File: config.mk
export PLATFORM = sky130hd
export DESIGN_NAME = gcd_lcm_unit_flat
export DESIGN_NICKNAME = d
export VERILOG_FILES = /design/src/rtl/core/gcl_pkg.sv /design/src/rtl/core/gcl_if.sv /design/src/rtl/core/gcl_datapath.sv /design/src/rtl/core/gcl_ctrl.sv /design/src/rtl/core/gcd_lcm_unit.sv /design/src/flat_wrapper.sv
export SDC_FILE = /design/constraint.sdc
export NUM_CORES = 2
export LEC_CHECK = 0
export BUFFER_PORTS_ARGS = -buffer_cell sky130_fd_sc_hd__buf_2
export CAP_MARGIN = 20
export CORE_MARGIN = 2
export CORE_UTILIZATION = 50
export CTS_BUF_LIST = sky130_fd_sc_hd__clkbuf_2 sky130_fd_sc_hd__clkbuf_4 sky130_fd_sc_hd__clkbuf_8
export DETAILED_ROUTE_END_ITERATION = 7
export PLACE_DENSITY = 0.74
export SYNTH_ARGS = -nofsm -noshare
export SYNTH_HDL_FRONTEND = slang
export SYNTH_SLANG_ARGS = --single-unit
export TNS_END_PERCENT = 30
File: constraint.sdc
create_clock -name clock -period 8.55 [get_ports clock]
set_input_delay 1.2825 -clock clock [delete_from_list [all_inputs] [get_ports clock]]
set_output_delay 1.2825 -clock clock [all_outputs]
set_load 0.02 [all_outputs]
File: src/rtl/core/gcl_pkg.sv
// Shared types and constants for the gcd and lcm unit.
`default_nettype none

package gcl_pkg;

   // Field widths of the channels.
   localparam int DATA_WIDTH    = 32;
   localparam int RESULT_WIDTH  = 64;

   // Operand bits actually used (8 to 32); higher bits are ignored.
   localparam int OPERAND_WIDTH = 32;
   localparam int PRODUCT_WIDTH = 2 * OPERAND_WIDTH;
   localparam int COUNT_WIDTH   = $clog2(OPERAND_WIDTH + 1);

   typedef enum logic [2:0] {
      ST_IDLE,
      ST_CHECK,
      ST_GCD_DIV,
      ST_LCM_DIV,
      ST_MULT,
      ST_FINISH
   } gcl_state_type;

   typedef enum logic {
      DIV_SEL_GCD,
      DIV_SEL_LCM
   } gcl_div_sel_type;

   typedef struct packed {
      logic            load;
      logic            div_start;
      gcl_div_sel_type div_sel;
      logic            div_step;
      logic            gcd_update;
      logic            mult;
      logic            load_result;
   } gcl_cmd_type;

   typedef struct packed {
      logic x_zero;
      logic any_zero;
      logic div_done;
   } gcl_status_type;

endpackage

`default_nettype wire

File: src/rtl/core/gcl_if.sv
// Handshake channel interfaces for operand requests and results.
`default_nettype none

interface gcl_req_if;
   import gcl_pkg::*;

   logic                  valid;
   logic                  ready;
   logic [DATA_WIDTH-1:0] first_operand;
   logic [DATA_WIDTH-1:0] second_operand;

   modport source (output valid, output first_operand, output second_operand, input ready);
   modport sink   (input valid, input first_operand, input second_operand, output ready);
endinterface

interface gcl_rsp_if;
   import gcl_pkg::*;

   logic                    valid;
   logic                    ready;
   logic [DATA_WIDTH-1:0]   divisor_result;
   logic [RESULT_WIDTH-1:0] multiple_result;
   logic                    both_zero;

   modport source (output valid, output divisor_result, output multiple_result,
                   output both_zero, input ready);
   modport sink   (input valid, input divisor_result, input multiple_result,
                   input both_zero, output ready);
endinterface

`default_nettype wire

File: src/rtl/core/gcl_datapath.sv
// Datapath: operand registers, shared restoring divider, multiplier, result register.
`default_nettype none

module gcl_datapath (
   input  wire logic                            clock,
   input  wire gcl_pkg::gcl_cmd_type            cmd,
   output gcl_pkg::gcl_status_type              status,
   input  wire logic [gcl_pkg::DATA_WIDTH-1:0]  first_operand,
   input  wire logic [gcl_pkg::DATA_WIDTH-1:0]  second_operand,
   output logic [gcl_pkg::DATA_WIDTH-1:0]       divisor_result,
   output logic [gcl_pkg::RESULT_WIDTH-1:0]     multiple_result,
   output logic                                 both_zero
);
   import gcl_pkg::*;

   localparam int W = OPERAND_WIDTH;

   logic [W-1:0]             a_ff, a_in;
   logic [W-1:0]             b_ff, b_in;
   logic [W-1:0]             x_ff, x_in;
   logic [W-1:0]             y_ff, y_in;
   logic [W-1:0]             rem_ff, rem_in;
   logic [W-1:0]             quo_ff, quo_in;
   logic [W-1:0]             dvs_ff, dvs_in;
   logic [COUNT_WIDTH-1:0]   count_ff, count_in;
   logic [RESULT_WIDTH-1:0]  product_ff, product_in;
   logic [DATA_WIDTH-1:0]    gcd_out_ff, gcd_out_in;
   logic [RESULT_WIDTH-1:0]  lcm_out_ff, lcm_out_in;
   logic                     flag_out_ff, flag_out_in;

   logic [W:0]               shifted;
   logic [W:0]               diff;
   logic [PRODUCT_WIDTH-1:0] prod_w;
   logic                     a_zero;
   logic                     b_zero;

   assign a_zero = (a_ff == '0);
   assign b_zero = (b_ff == '0);

   // One restoring step: shift the next dividend bit in, subtract if it fits.
   assign shifted = {rem_ff, quo_ff[W-1]};
   assign diff    = shifted - {1'b0, dvs_ff};
   assign prod_w  = quo_ff * b_ff;

   always_comb begin
      a_in        = a_ff;
      b_in        = b_ff;
      x_in        = x_ff;
      y_in        = y_ff;
      rem_in      = rem_ff;
      quo_in      = quo_ff;
      dvs_in      = dvs_ff;
      count_in    = count_ff;
      product_in  = product_ff;
      gcd_out_in  = gcd_out_ff;
      lcm_out_in  = lcm_out_ff;
      flag_out_in = flag_out_ff;

      if (cmd.load) begin
         a_in = first_operand[W-1:0];
         b_in = second_operand[W-1:0];
         x_in = first_operand[W-1:0];
         y_in = second_operand[W-1:0];
      end

      if (cmd.div_start) begin
         rem_in   = '0;
         count_in = '0;
         if (cmd.div_sel == DIV_SEL_GCD) begin
            quo_in = y_ff;
            dvs_in = x_ff;
         end else begin
            quo_in = a_ff;
            dvs_in = y_ff;
         end
      end

      if (cmd.div_step) begin
         count_in = count_ff + COUNT_WIDTH'(1);
         if (!diff[W]) begin
            rem_in = diff[W-1:0];
            quo_in = {quo_ff[W-2:0], 1'b1};
         end else begin
            rem_in = shifted[W-1:0];
            quo_in = {quo_ff[W-2:0], 1'b0};
         end
      end

      // Euclid: y takes x, x takes the remainder.
      if (cmd.gcd_update) begin
         y_in = x_ff;
         x_in = rem_ff;
      end

      if (cmd.mult) begin
         product_in = RESULT_WIDTH'(prod_w);
      end

      if (cmd.load_result) begin
         gcd_out_in  = DATA_WIDTH'(y_ff);
         lcm_out_in  = (a_zero || b_zero) ? '0 : product_ff;
         flag_out_in = a_zero && b_zero;
      end
   end

   always_ff @(posedge clock) begin
      a_ff        <= a_in;
      b_ff        <= b_in;
      x_ff        <= x_in;
      y_ff        <= y_in;
      rem_ff      <= rem_in;
      quo_ff      <= quo_in;
      dvs_ff      <= dvs_in;
      count_ff    <= count_in;
      product_ff  <= product_in;
      gcd_out_ff  <= gcd_out_in;
      lcm_out_ff  <= lcm_out_in;
      flag_out_ff <= flag_out_in;
   end

   assign status.x_zero   = (x_ff == '0);
   assign status.any_zero = a_zero || b_zero;
   assign status.div_done = (count_ff == COUNT_WIDTH'(W));

   assign divisor_result  = gcd_out_ff;
   assign multiple_result = lcm_out_ff;
   assign both_zero       = flag_out_ff;

endmodule

`default_nettype wire

File: src/rtl/core/gcl_ctrl.sv
// Controller state machine sequencing the Euclid loop, the lcm division and the result.
`default_nettype none

module gcl_ctrl (
   input  wire logic                    clock,
   input  wire logic                    reset,
   input  wire logic                    req_valid,
   output logic                         req_ready,
   output logic                         rsp_valid,
   input  wire logic                    rsp_ready,
   input  wire gcl_pkg::gcl_status_type status,
   output gcl_pkg::gcl_cmd_type         cmd
);
   import gcl_pkg::*;

   gcl_state_type state_ff, state_in;
   logic          out_valid_ff, out_valid_in;
   logic          out_free;

   assign out_free = !out_valid_ff || rsp_ready;

   always_comb begin
      state_in = state_ff;
      unique case (state_ff)
         ST_IDLE: begin
            if (req_valid) state_in = ST_CHECK;
         end
         ST_CHECK: begin
            if (!status.x_zero)       state_in = ST_GCD_DIV;
            else if (status.any_zero) state_in = ST_FINISH;
            else                      state_in = ST_LCM_DIV;
         end
         ST_GCD_DIV: begin
            if (status.div_done) state_in = ST_CHECK;
         end
         ST_LCM_DIV: begin
            if (status.div_done) state_in = ST_MULT;
         end
         ST_MULT: begin
            state_in = ST_FINISH;
         end
         ST_FINISH: begin
            if (out_free) state_in = ST_IDLE;
         end
         default: state_in = ST_IDLE;
      endcase
   end

   always_comb begin
      cmd       = '0;
      req_ready = 1'b0;
      unique case (state_ff)
         ST_IDLE: begin
            req_ready = 1'b1;
            cmd.load  = req_valid;
         end
         ST_CHECK: begin
            // Start the next remainder, or, when the loop is over and neither operand is zero, the quotient a / gcd.
            if (!status.x_zero) begin
               cmd.div_start = 1'b1;
               cmd.div_sel   = DIV_SEL_GCD;
            end else if (!status.any_zero) begin
               cmd.div_start = 1'b1;
               cmd.div_sel   = DIV_SEL_LCM;
            end
         end
         ST_GCD_DIV: begin
            if (status.div_done) cmd.gcd_update = 1'b1;
            else                 cmd.div_step   = 1'b1;
         end
         ST_LCM_DIV: begin
            cmd.div_step = !status.div_done;
         end
         ST_MULT: begin
            cmd.mult = 1'b1;
         end
         ST_FINISH: begin
            cmd.load_result = out_free;
         end
         default: cmd = '0;
      endcase
   end

   always_comb begin
      out_valid_in = out_valid_ff;
      if (cmd.load_result)   out_valid_in = 1'b1;
      else if (rsp_ready)    out_valid_in = 1'b0;
   end

   always_ff @(posedge clock) begin
      if (reset) begin
         state_ff     <= ST_IDLE;
         out_valid_ff <= 1'b0;
      end else begin
         state_ff     <= state_in;
         out_valid_ff <= out_valid_in;
      end
   end

   assign rsp_valid = out_valid_ff;

endmodule

`default_nettype wire

File: src/rtl/core/gcd_lcm_unit.sv
// Top level of the gcd and lcm unit: controller, datapath and channel wiring.
// Flow: the operands are loaded, the Euclid remainders are computed one by one on the divider,
// then a / gcd is divided out and multiplied by b, and the result is registered.
// Throughput: one transaction at a time; a new request is taken once the previous result
// has been written to the output register, where it may still wait for the receiver.
// Reset (synchronous, active high) returns the controller to idle and drops the result.
`default_nettype none

module gcd_lcm_unit (
   input  wire logic clock,
   input  wire logic reset,
   gcl_req_if.sink   req_ch,
   gcl_rsp_if.source rsp_ch
);
   import gcl_pkg::*;

   gcl_cmd_type    cmd;
   gcl_status_type status;

   gcl_ctrl u_ctrl (
      .clock     (clock),
      .reset     (reset),
      .req_valid (req_ch.valid),
      .req_ready (req_ch.ready),
      .rsp_valid (rsp_ch.valid),
      .rsp_ready (rsp_ch.ready),
      .status    (status),
      .cmd       (cmd)
   );

   gcl_datapath u_datapath (
      .clock           (clock),
      .cmd             (cmd),
      .status          (status),
      .first_operand   (req_ch.first_operand),
      .second_operand  (req_ch.second_operand),
      .divisor_result  (rsp_ch.divisor_result),
      .multiple_result (rsp_ch.multiple_result),
      .both_zero       (rsp_ch.both_zero)
   );

endmodule

`default_nettype wire

File: src/flat_wrapper.sv
// flat-port wrapper written by rule: the top's interface ports become plain ports
module gcd_lcm_unit_flat import gcl_pkg::*;
  (clock, reset, req_ch_valid, req_ch_first_operand, req_ch_second_operand, req_ch_ready, rsp_ch_valid, rsp_ch_divisor_result, rsp_ch_multiple_result, rsp_ch_both_zero, rsp_ch_ready);
  gcl_req_if req_ch_i ();
  gcl_rsp_if rsp_ch_i ();
  input  wire logic clock;
  input  wire logic reset;
  input wire logic [$bits(req_ch_i.valid)-1:0] req_ch_valid;
  input wire logic [$bits(req_ch_i.first_operand)-1:0] req_ch_first_operand;
  input wire logic [$bits(req_ch_i.second_operand)-1:0] req_ch_second_operand;
  output wire logic [$bits(req_ch_i.ready)-1:0] req_ch_ready;
  output wire logic [$bits(rsp_ch_i.valid)-1:0] rsp_ch_valid;
  output wire logic [$bits(rsp_ch_i.divisor_result)-1:0] rsp_ch_divisor_result;
  output wire logic [$bits(rsp_ch_i.multiple_result)-1:0] rsp_ch_multiple_result;
  output wire logic [$bits(rsp_ch_i.both_zero)-1:0] rsp_ch_both_zero;
  input wire logic [$bits(rsp_ch_i.ready)-1:0] rsp_ch_ready;
  assign req_ch_i.valid = req_ch_valid;
  assign req_ch_i.first_operand = req_ch_first_operand;
  assign req_ch_i.second_operand = req_ch_second_operand;
  assign req_ch_ready = req_ch_i.ready;
  assign rsp_ch_valid = rsp_ch_i.valid;
  assign rsp_ch_divisor_result = rsp_ch_i.divisor_result;
  assign rsp_ch_multiple_result = rsp_ch_i.multiple_result;
  assign rsp_ch_both_zero = rsp_ch_i.both_zero;
  assign rsp_ch_i.ready = rsp_ch_ready;
  gcd_lcm_unit u_core (.clock(clock), .reset(reset), .req_ch(req_ch_i), .rsp_ch(rsp_ch_i));
endmodule
Word-level counts from Yosys, hierarchy flattened
Index checks and enable logic that the tools add are counted.

word-level totals
  input bits = 68
  register bits after elaboration = 395

operators by class
  mux-type cells = 34
  $mul = 1
  $add $sub $neg = 2
  equal/unequal tests = 10
  reduce and logical (&&, ||, !) cells = 13

operators with widths
  cell                 count
  $mux 32              11
  $logic_not 32->1     3
  $mul 32x32->64       1
  $sub 33x32->33       1
  $mux 3               6
  $pmux 3 s6           1
  $mux 6               2
  $mux 1               10
  $ne 2x2->1 const B   4
  $add 6x1->6 const B  1
  $eq 3x2->1 const B   2
  $eq 3x3->1 const B   2
  $eq 6x6->1 const B   1
  $mux 2               3
  $reduce_bool 2->1    3
  $reduce_and 4->1     1
  $eq 3x1->1 const B   1
  $logic_not 3->1      1
  $logic_not 1->1      2
  $logic_or 1x1->1     2
  $pmux 1 s2           1
  $logic_and 1x1->1    1

Logic depth before layout (Yosys ltp)
  depth after elaboration = 8
  gate-level depth with buffers = 29

Hierarchy
Synthesis repeated with hierarchy kept, for this count alone.

unflattened totals
  cells, all modules = 4,866
  area, all modules = 50,332.0 µm²

modules (own cells, without submodules)
  module        times used  area each (µm²)  cells an instance  seq. area each (µm²)
  gcl_datapath  1           50,021.7         4,827              11,741.3
  gcl_ctrl      1           310.3            39                 80.1

Worst setup path before layout
No wires, ideal clock.

  path type = register to register
  start point = register u_core.u_datapath.quo_ff[10]
  end point = register u_core.u_datapath.product_ff[52], data pin
  setup slack = 1,348 ps
  clock period less this slack = 7,202 ps
  path buffers = 2
  arrival time = 6,941 ps
  cell stages (with the launch flop) = 29
  path through = edfxtp_1 -> clkbuf_1 -> and2_1 -> fa_1 -> inv_1 -> fa_1 -> inv_1 -> fa_1 -> inv_1 -> fa_1 -> inv_1 -> fa_1 -> fa_1 -> fa_1 -> inv_1 -> fa_1 -> inv_1 -> ha_1 -> clkbuf_1 -> a21o_1 -> a31oi_1 -> o22ai_1 -> nor2_1 -> o21a_1 -> a2111o_1 -> a21oi_1 -> nor2b_1 -> o21ai_1 -> xor2_1

between the ends
  word-level cells in the longest chain between the ends = 1

RTL lines
  element                                 RTL line             source
  start, declared                         gcl_datapath.sv:23   logic [W-1:0] quo_ff, quo_in;
  start signal, assigned                  gcl_datapath.sv:112  quo_ff <= quo_in;
  $mul 32x32->64                          gcl_datapath.sv:43   assign prod_w = quo_ff * b_ff;
  named net u_core.u_datapath.prod_w[52]  gcl_datapath.sv:33   logic [PRODUCT_WIDTH-1:0] prod_w;
  end signal, assigned                    gcl_datapath.sv:115  product_ff <= product_in;
  end, declared                           gcl_datapath.sv:26   logic [RESULT_WIDTH-1:0] product_ff, product_in;

The timed path passes the listed nets, and every way through them passes these cells.
A chain may end at the register's enable or synchronous reset.

Final worst setup path
  start point = register u_core.u_datapath.b_ff[9]
  end point = register u_core.u_datapath.product_ff[52], data pin

between the ends
  word-level cells in the longest chain between the ends = 1

RTL lines
  element                                 RTL line             source
  start, declared                         gcl_datapath.sv:19   logic [W-1:0] b_ff, b_in;
  start signal, assigned                  gcl_datapath.sv:108  b_ff <= b_in;
  $mul 32x32->64                          gcl_datapath.sv:43
  named net u_core.u_datapath.prod_w[52]  gcl_datapath.sv:33

The timed path passes the listed nets, and every way through them passes these cells.

==> impl_metrics.py <==
metrics = {
    "placed_design": {
        "place_area_sq_um": 52400,
        "finalWeightedCongestion": 0.921,
        "portBuffers": 166,
        "dp_cells": 6129,
        "dpl.hpwl_um": 103000,
    },
    "clock_network": {
        "numCtsBuffers": 68,
        "ctsHtreeMaxLevel": 3,
        "clock_latency_ps": 740,
        "cts_setup_buffers": 0,
        "worst_setup_hold_path_clk_slew_ps": 60,
        "cts_tree": "built",
        "cts-resized-gates": 0,
        "clockBufferDepth": 3,
        "quantity_of_hold_fixing_buffers_added_after_cts": 0,
        "cts-root-buf": "sky130_fd_sc_hd__clkbuf_8",
        "numClockSinks": 395,
    },
    "worst_setup_path": {
        "critical_path.slowest_cell": "sky130_fd_sc_hd__edfxtp_1",
        "r2r.worst_path.cells": 26,
        "critical_path.most_common_cell": "sky130_fd_sc_hd__fa_1",
        "timing.rr.end": "u_core.u_datapath.product_ff[52]",
        "worstReg2RegStart": "u_core.u_datapath.b_ff[9]",
        "timing.critical_path.max_delay_family": "adder cells",
        "critPathBufInv": 7,
        "critical_path_required_ps": 8960,
        "worstPathMaxFanout": 19,
        "criticalPathCategory": "reg -> reg",
        "crit_path_start_kind": "register",
        "worstPathArrival_ps": 8640,
        "critical_path.endpoint_type": "register",
        "worst-r2r-setup-slack_ps": 330,
        "crit_path_max_incr_delay_ps": 910,
    },
    "layout": {
        "share_of_layout_cells_above_drive_strength_1_pct": 9.96,
        "post-route-cell-area_sq_um": 53800,
        "most-common-layout-cells": "sky130_fd_sc_hd__inv_1, sky130_fd_sc_hd__fa_1, sky130_fd_sc_hd__and2_1",
        "final_net_count": 6166,
        "areaGrowthSynthToFinish_pct": 7.38,
        "finalNonFillerCells": 6255,
        "layout.filler_cells": 8494,
        "most_common_cell_after_layout_fill_and_taps_aside": "sky130_fd_sc_hd__inv_1",
    },
    "synth": {
        "synth_enable_flop_cells": 391,
        "ys_seq_elements": 395,
        "yosys_most_used_dff": "sky130_fd_sc_hd__edfxtp_1",
        "synthSimpleGateAreaFrac_pct": 14.5,
        "yosys.area.top_type_share_pct": 35.9,
        "portion_of_the_post_synthesis_area_used_by_sequential_elements_pct": 23.6,
        "synth_top_area_cell": "sky130_fd_sc_hd__fa_1",
        "post_synth_main_area_contributors": "sky130_fd_sc_hd__fa_1, sky130_fd_sc_hd__edfxtp_1, sky130_fd_sc_hd__and2_1",
        "yosys-mux-area-fraction_pct": 2.56,
        "synth-compound-area-share_pct": 5.44,
        "synthesis.yosys.warnings": 0,
        "asyncSetResetFlopFracSynth_pct": 0,
        "largest_family_of_logic_cells_by_synthesized_area": "adder cells",
        "synthCells": 4811,
        "post_synth.cell_area_avg_sq_um": 10.4,
        "synth_fp_nets": 6073,
        "synth-adder-area-share_pct": 43.3,
        "post_synth_xor_area_fraction_pct": 1.56,
        "post_synthesis_cell_area_sq_um": 50100,
        "synth.distinct_cells": 79,
    },
    "sta": {
        "totalNegativeSetupSlack_ps": 0,
        "rsz0062_at_grt": "no",
        "final.setup_skew_ps": 98.4,
        "period_needed_ps": 8220,
        "drv_slew": 0,
        "slew_at_the_pin_closest_to_its_max_slew_limit_ps": 1110,
        "maxSlewHeadroom_pct": 25.9,
        "clock.fmax_ghz": 0.122,
        "final_min_period_over_clock_period_pct": 96.2,
        "setup_viol": 0,
        "fin_worst_hold_slack_ps": 461,
        "report.final.hold_viol_count": 0,
    },
    "floorplan": {
        "die_height_um": 320,
        "starting_density_pct": 50.2,
        "rows": 116,
        "fp.dieW_um": 320,
        "design.core.area_sq_um": 99700,
        "fp.dieArea_sq_um": 103000,
        "num_io_pins": 167,
    },
    "global_routing": {
        "grt_pass1_wl_um": 203000,
        "grt_start_max_net_pins": 73,
        "grt_overflow_total": 0,
        "grt_util_all_layers_pct": 25.4,
        "grt_antenna_before_repair": 9,
        "first_global_vias": 36099,
    },
    "drt": {
        "first_iter_violations": 2831,
        "vias_per_cell": 5.41,
        "detail_route.first_pass.iterations": 6,
        "post_drt_wl_per_cell_um": 20.4,
        "antenna_left": 0,
        "drcViolationCount": 0,
        "routed_wirelength_um": 128000,
        "vias": 33859,
    },
    "min_path": {
        "holdPathEnd": "u_core.u_datapath.divisor_result[0]",
        "hold_path_class": "reg -> reg",
        "worst_hold_path.num_cells": 0,
        "worstHoldStart": "u_core.u_datapath.y_ff[0]",
    },
    "status": {
        "outcome": "finished clean",
    },
    "run": {
        "timing.max_cap.violations": 0,
    },
}
layout make-up:
class / count / area, sq um / share of cell area [%]
diodes: 6 / 15.0 / 0.0279
clock buffers: 84 / 1060 / 1.96
clock inverters: 33 / 254 / 0.472
inverters: 924 / 3470 / 6.45
multi-input cells: 3226 / 33800 / 62.8
flip-flops and latches: 395 / 11800 / 22.0
well taps: 1298 / 1620 / 3.02
repair buffers: 289 / 1750 / 3.26
synthesized netlist by cell type, drive strengths merged (3+ instances only):
cell and number:
a211o 3, a211oi 10, a21o 104, a21oi 105
a31o 4, a31oi 17, and2 643, and3 7
and4 4, buf 23, clkbuf 243, dfxtp 4
edfxtp 391, fa 897, ha 297, inv 924
mux2 64, mux2i 56, nand2 561, nand2b 6
nand3 22, nand4 30, nor2 83, nor2b 11
nor3 17, nor4 27, o211ai 8, o21a 15
o21ai 85, o21bai 17, o22ai 3, o31a 6
o31ai 6, or3 4, xnor2 57, xor2 32
cells by family (layout without fill, tap and decap cells):
logic type      Yosys count  after routing
fa+ha+maj              1194           1194
compound gates          403            403
buf+inv                1190           1330
flops                   395            395
other cells               0              6
xor+xnor                 89             89
simple gates           1420           1420
mux                     120            120
sequential cells by signal, indices dropped and copies added (netlist names):
signal                             flops
u_core.u_datapath.multiple_result     64
u_core.u_datapath.rem_ff              32
u_core.u_datapath.both_zero            1
u_core.u_datapath.count_ff             6
u_core.u_datapath.product_ff          64
u_core.u_datapath.dvs_ff              32
u_core.u_datapath.divisor_result      32
u_core.u_datapath.a_ff                32
u_core.u_datapath.x_ff                32
u_core.u_datapath.quo_ff              32
u_core.u_ctrl.rsp_valid                1
u_core.u_ctrl.state_ff                 3
u_core.u_datapath.b_ff                32
u_core.u_datapath.y_ff                32
per-stage QoR:
step	setup WS [ps]	util, %
4_1_cts	415	53.9
2_1_floorplan	1350	-
3_5_place_dp	460	52.6
6_report	327	53.9
5_1_grt	22.1	53.9
3_3_place_gp	530	52.6
worst max-delay path by stage:
| stage | cells after the start | slack, ps | from | end |
|---|---|---|---|---|
| floorplan | 28 | 1350 | u_core.u_datapath.quo_ff[10] | u_core.u_datapath.product_ff[52] |
| global route | 24 | 20 | u_core.u_datapath.b_ff[13] | u_core.u_datapath.product_ff[52] |
| detailed placement | 24 | 460 | u_core.u_datapath.b_ff[4] | u_core.u_datapath.product_ff[52] |
| CTS | 25 | 420 | u_core.u_datapath.b_ff[2] | u_core.u_datapath.product_ff[52] |
| global placement | 25 | 530 | u_core.u_datapath.b_ff[2] | u_core.u_datapath.product_ff[52] |
| finish | 26 | 330 | u_core.u_datapath.b_ff[9] | u_core.u_datapath.product_ff[52] |
per-layer routing:
layer | vias to the layer above | global-route usage [%] | wire (um)
li1 | 15029 | - | -
met1 | 17169 | 35.8 | 55000
met2 | 1454 | 39.4 | 57500
met3 | 203 | 6.26 | 12200
met4 | 4 | 6.68 | 3010
met5 | - | 0 | 27
Power is not shown: default switching activity piles up to over one toggle a cycle in this logic, so the estimate is an artifact.
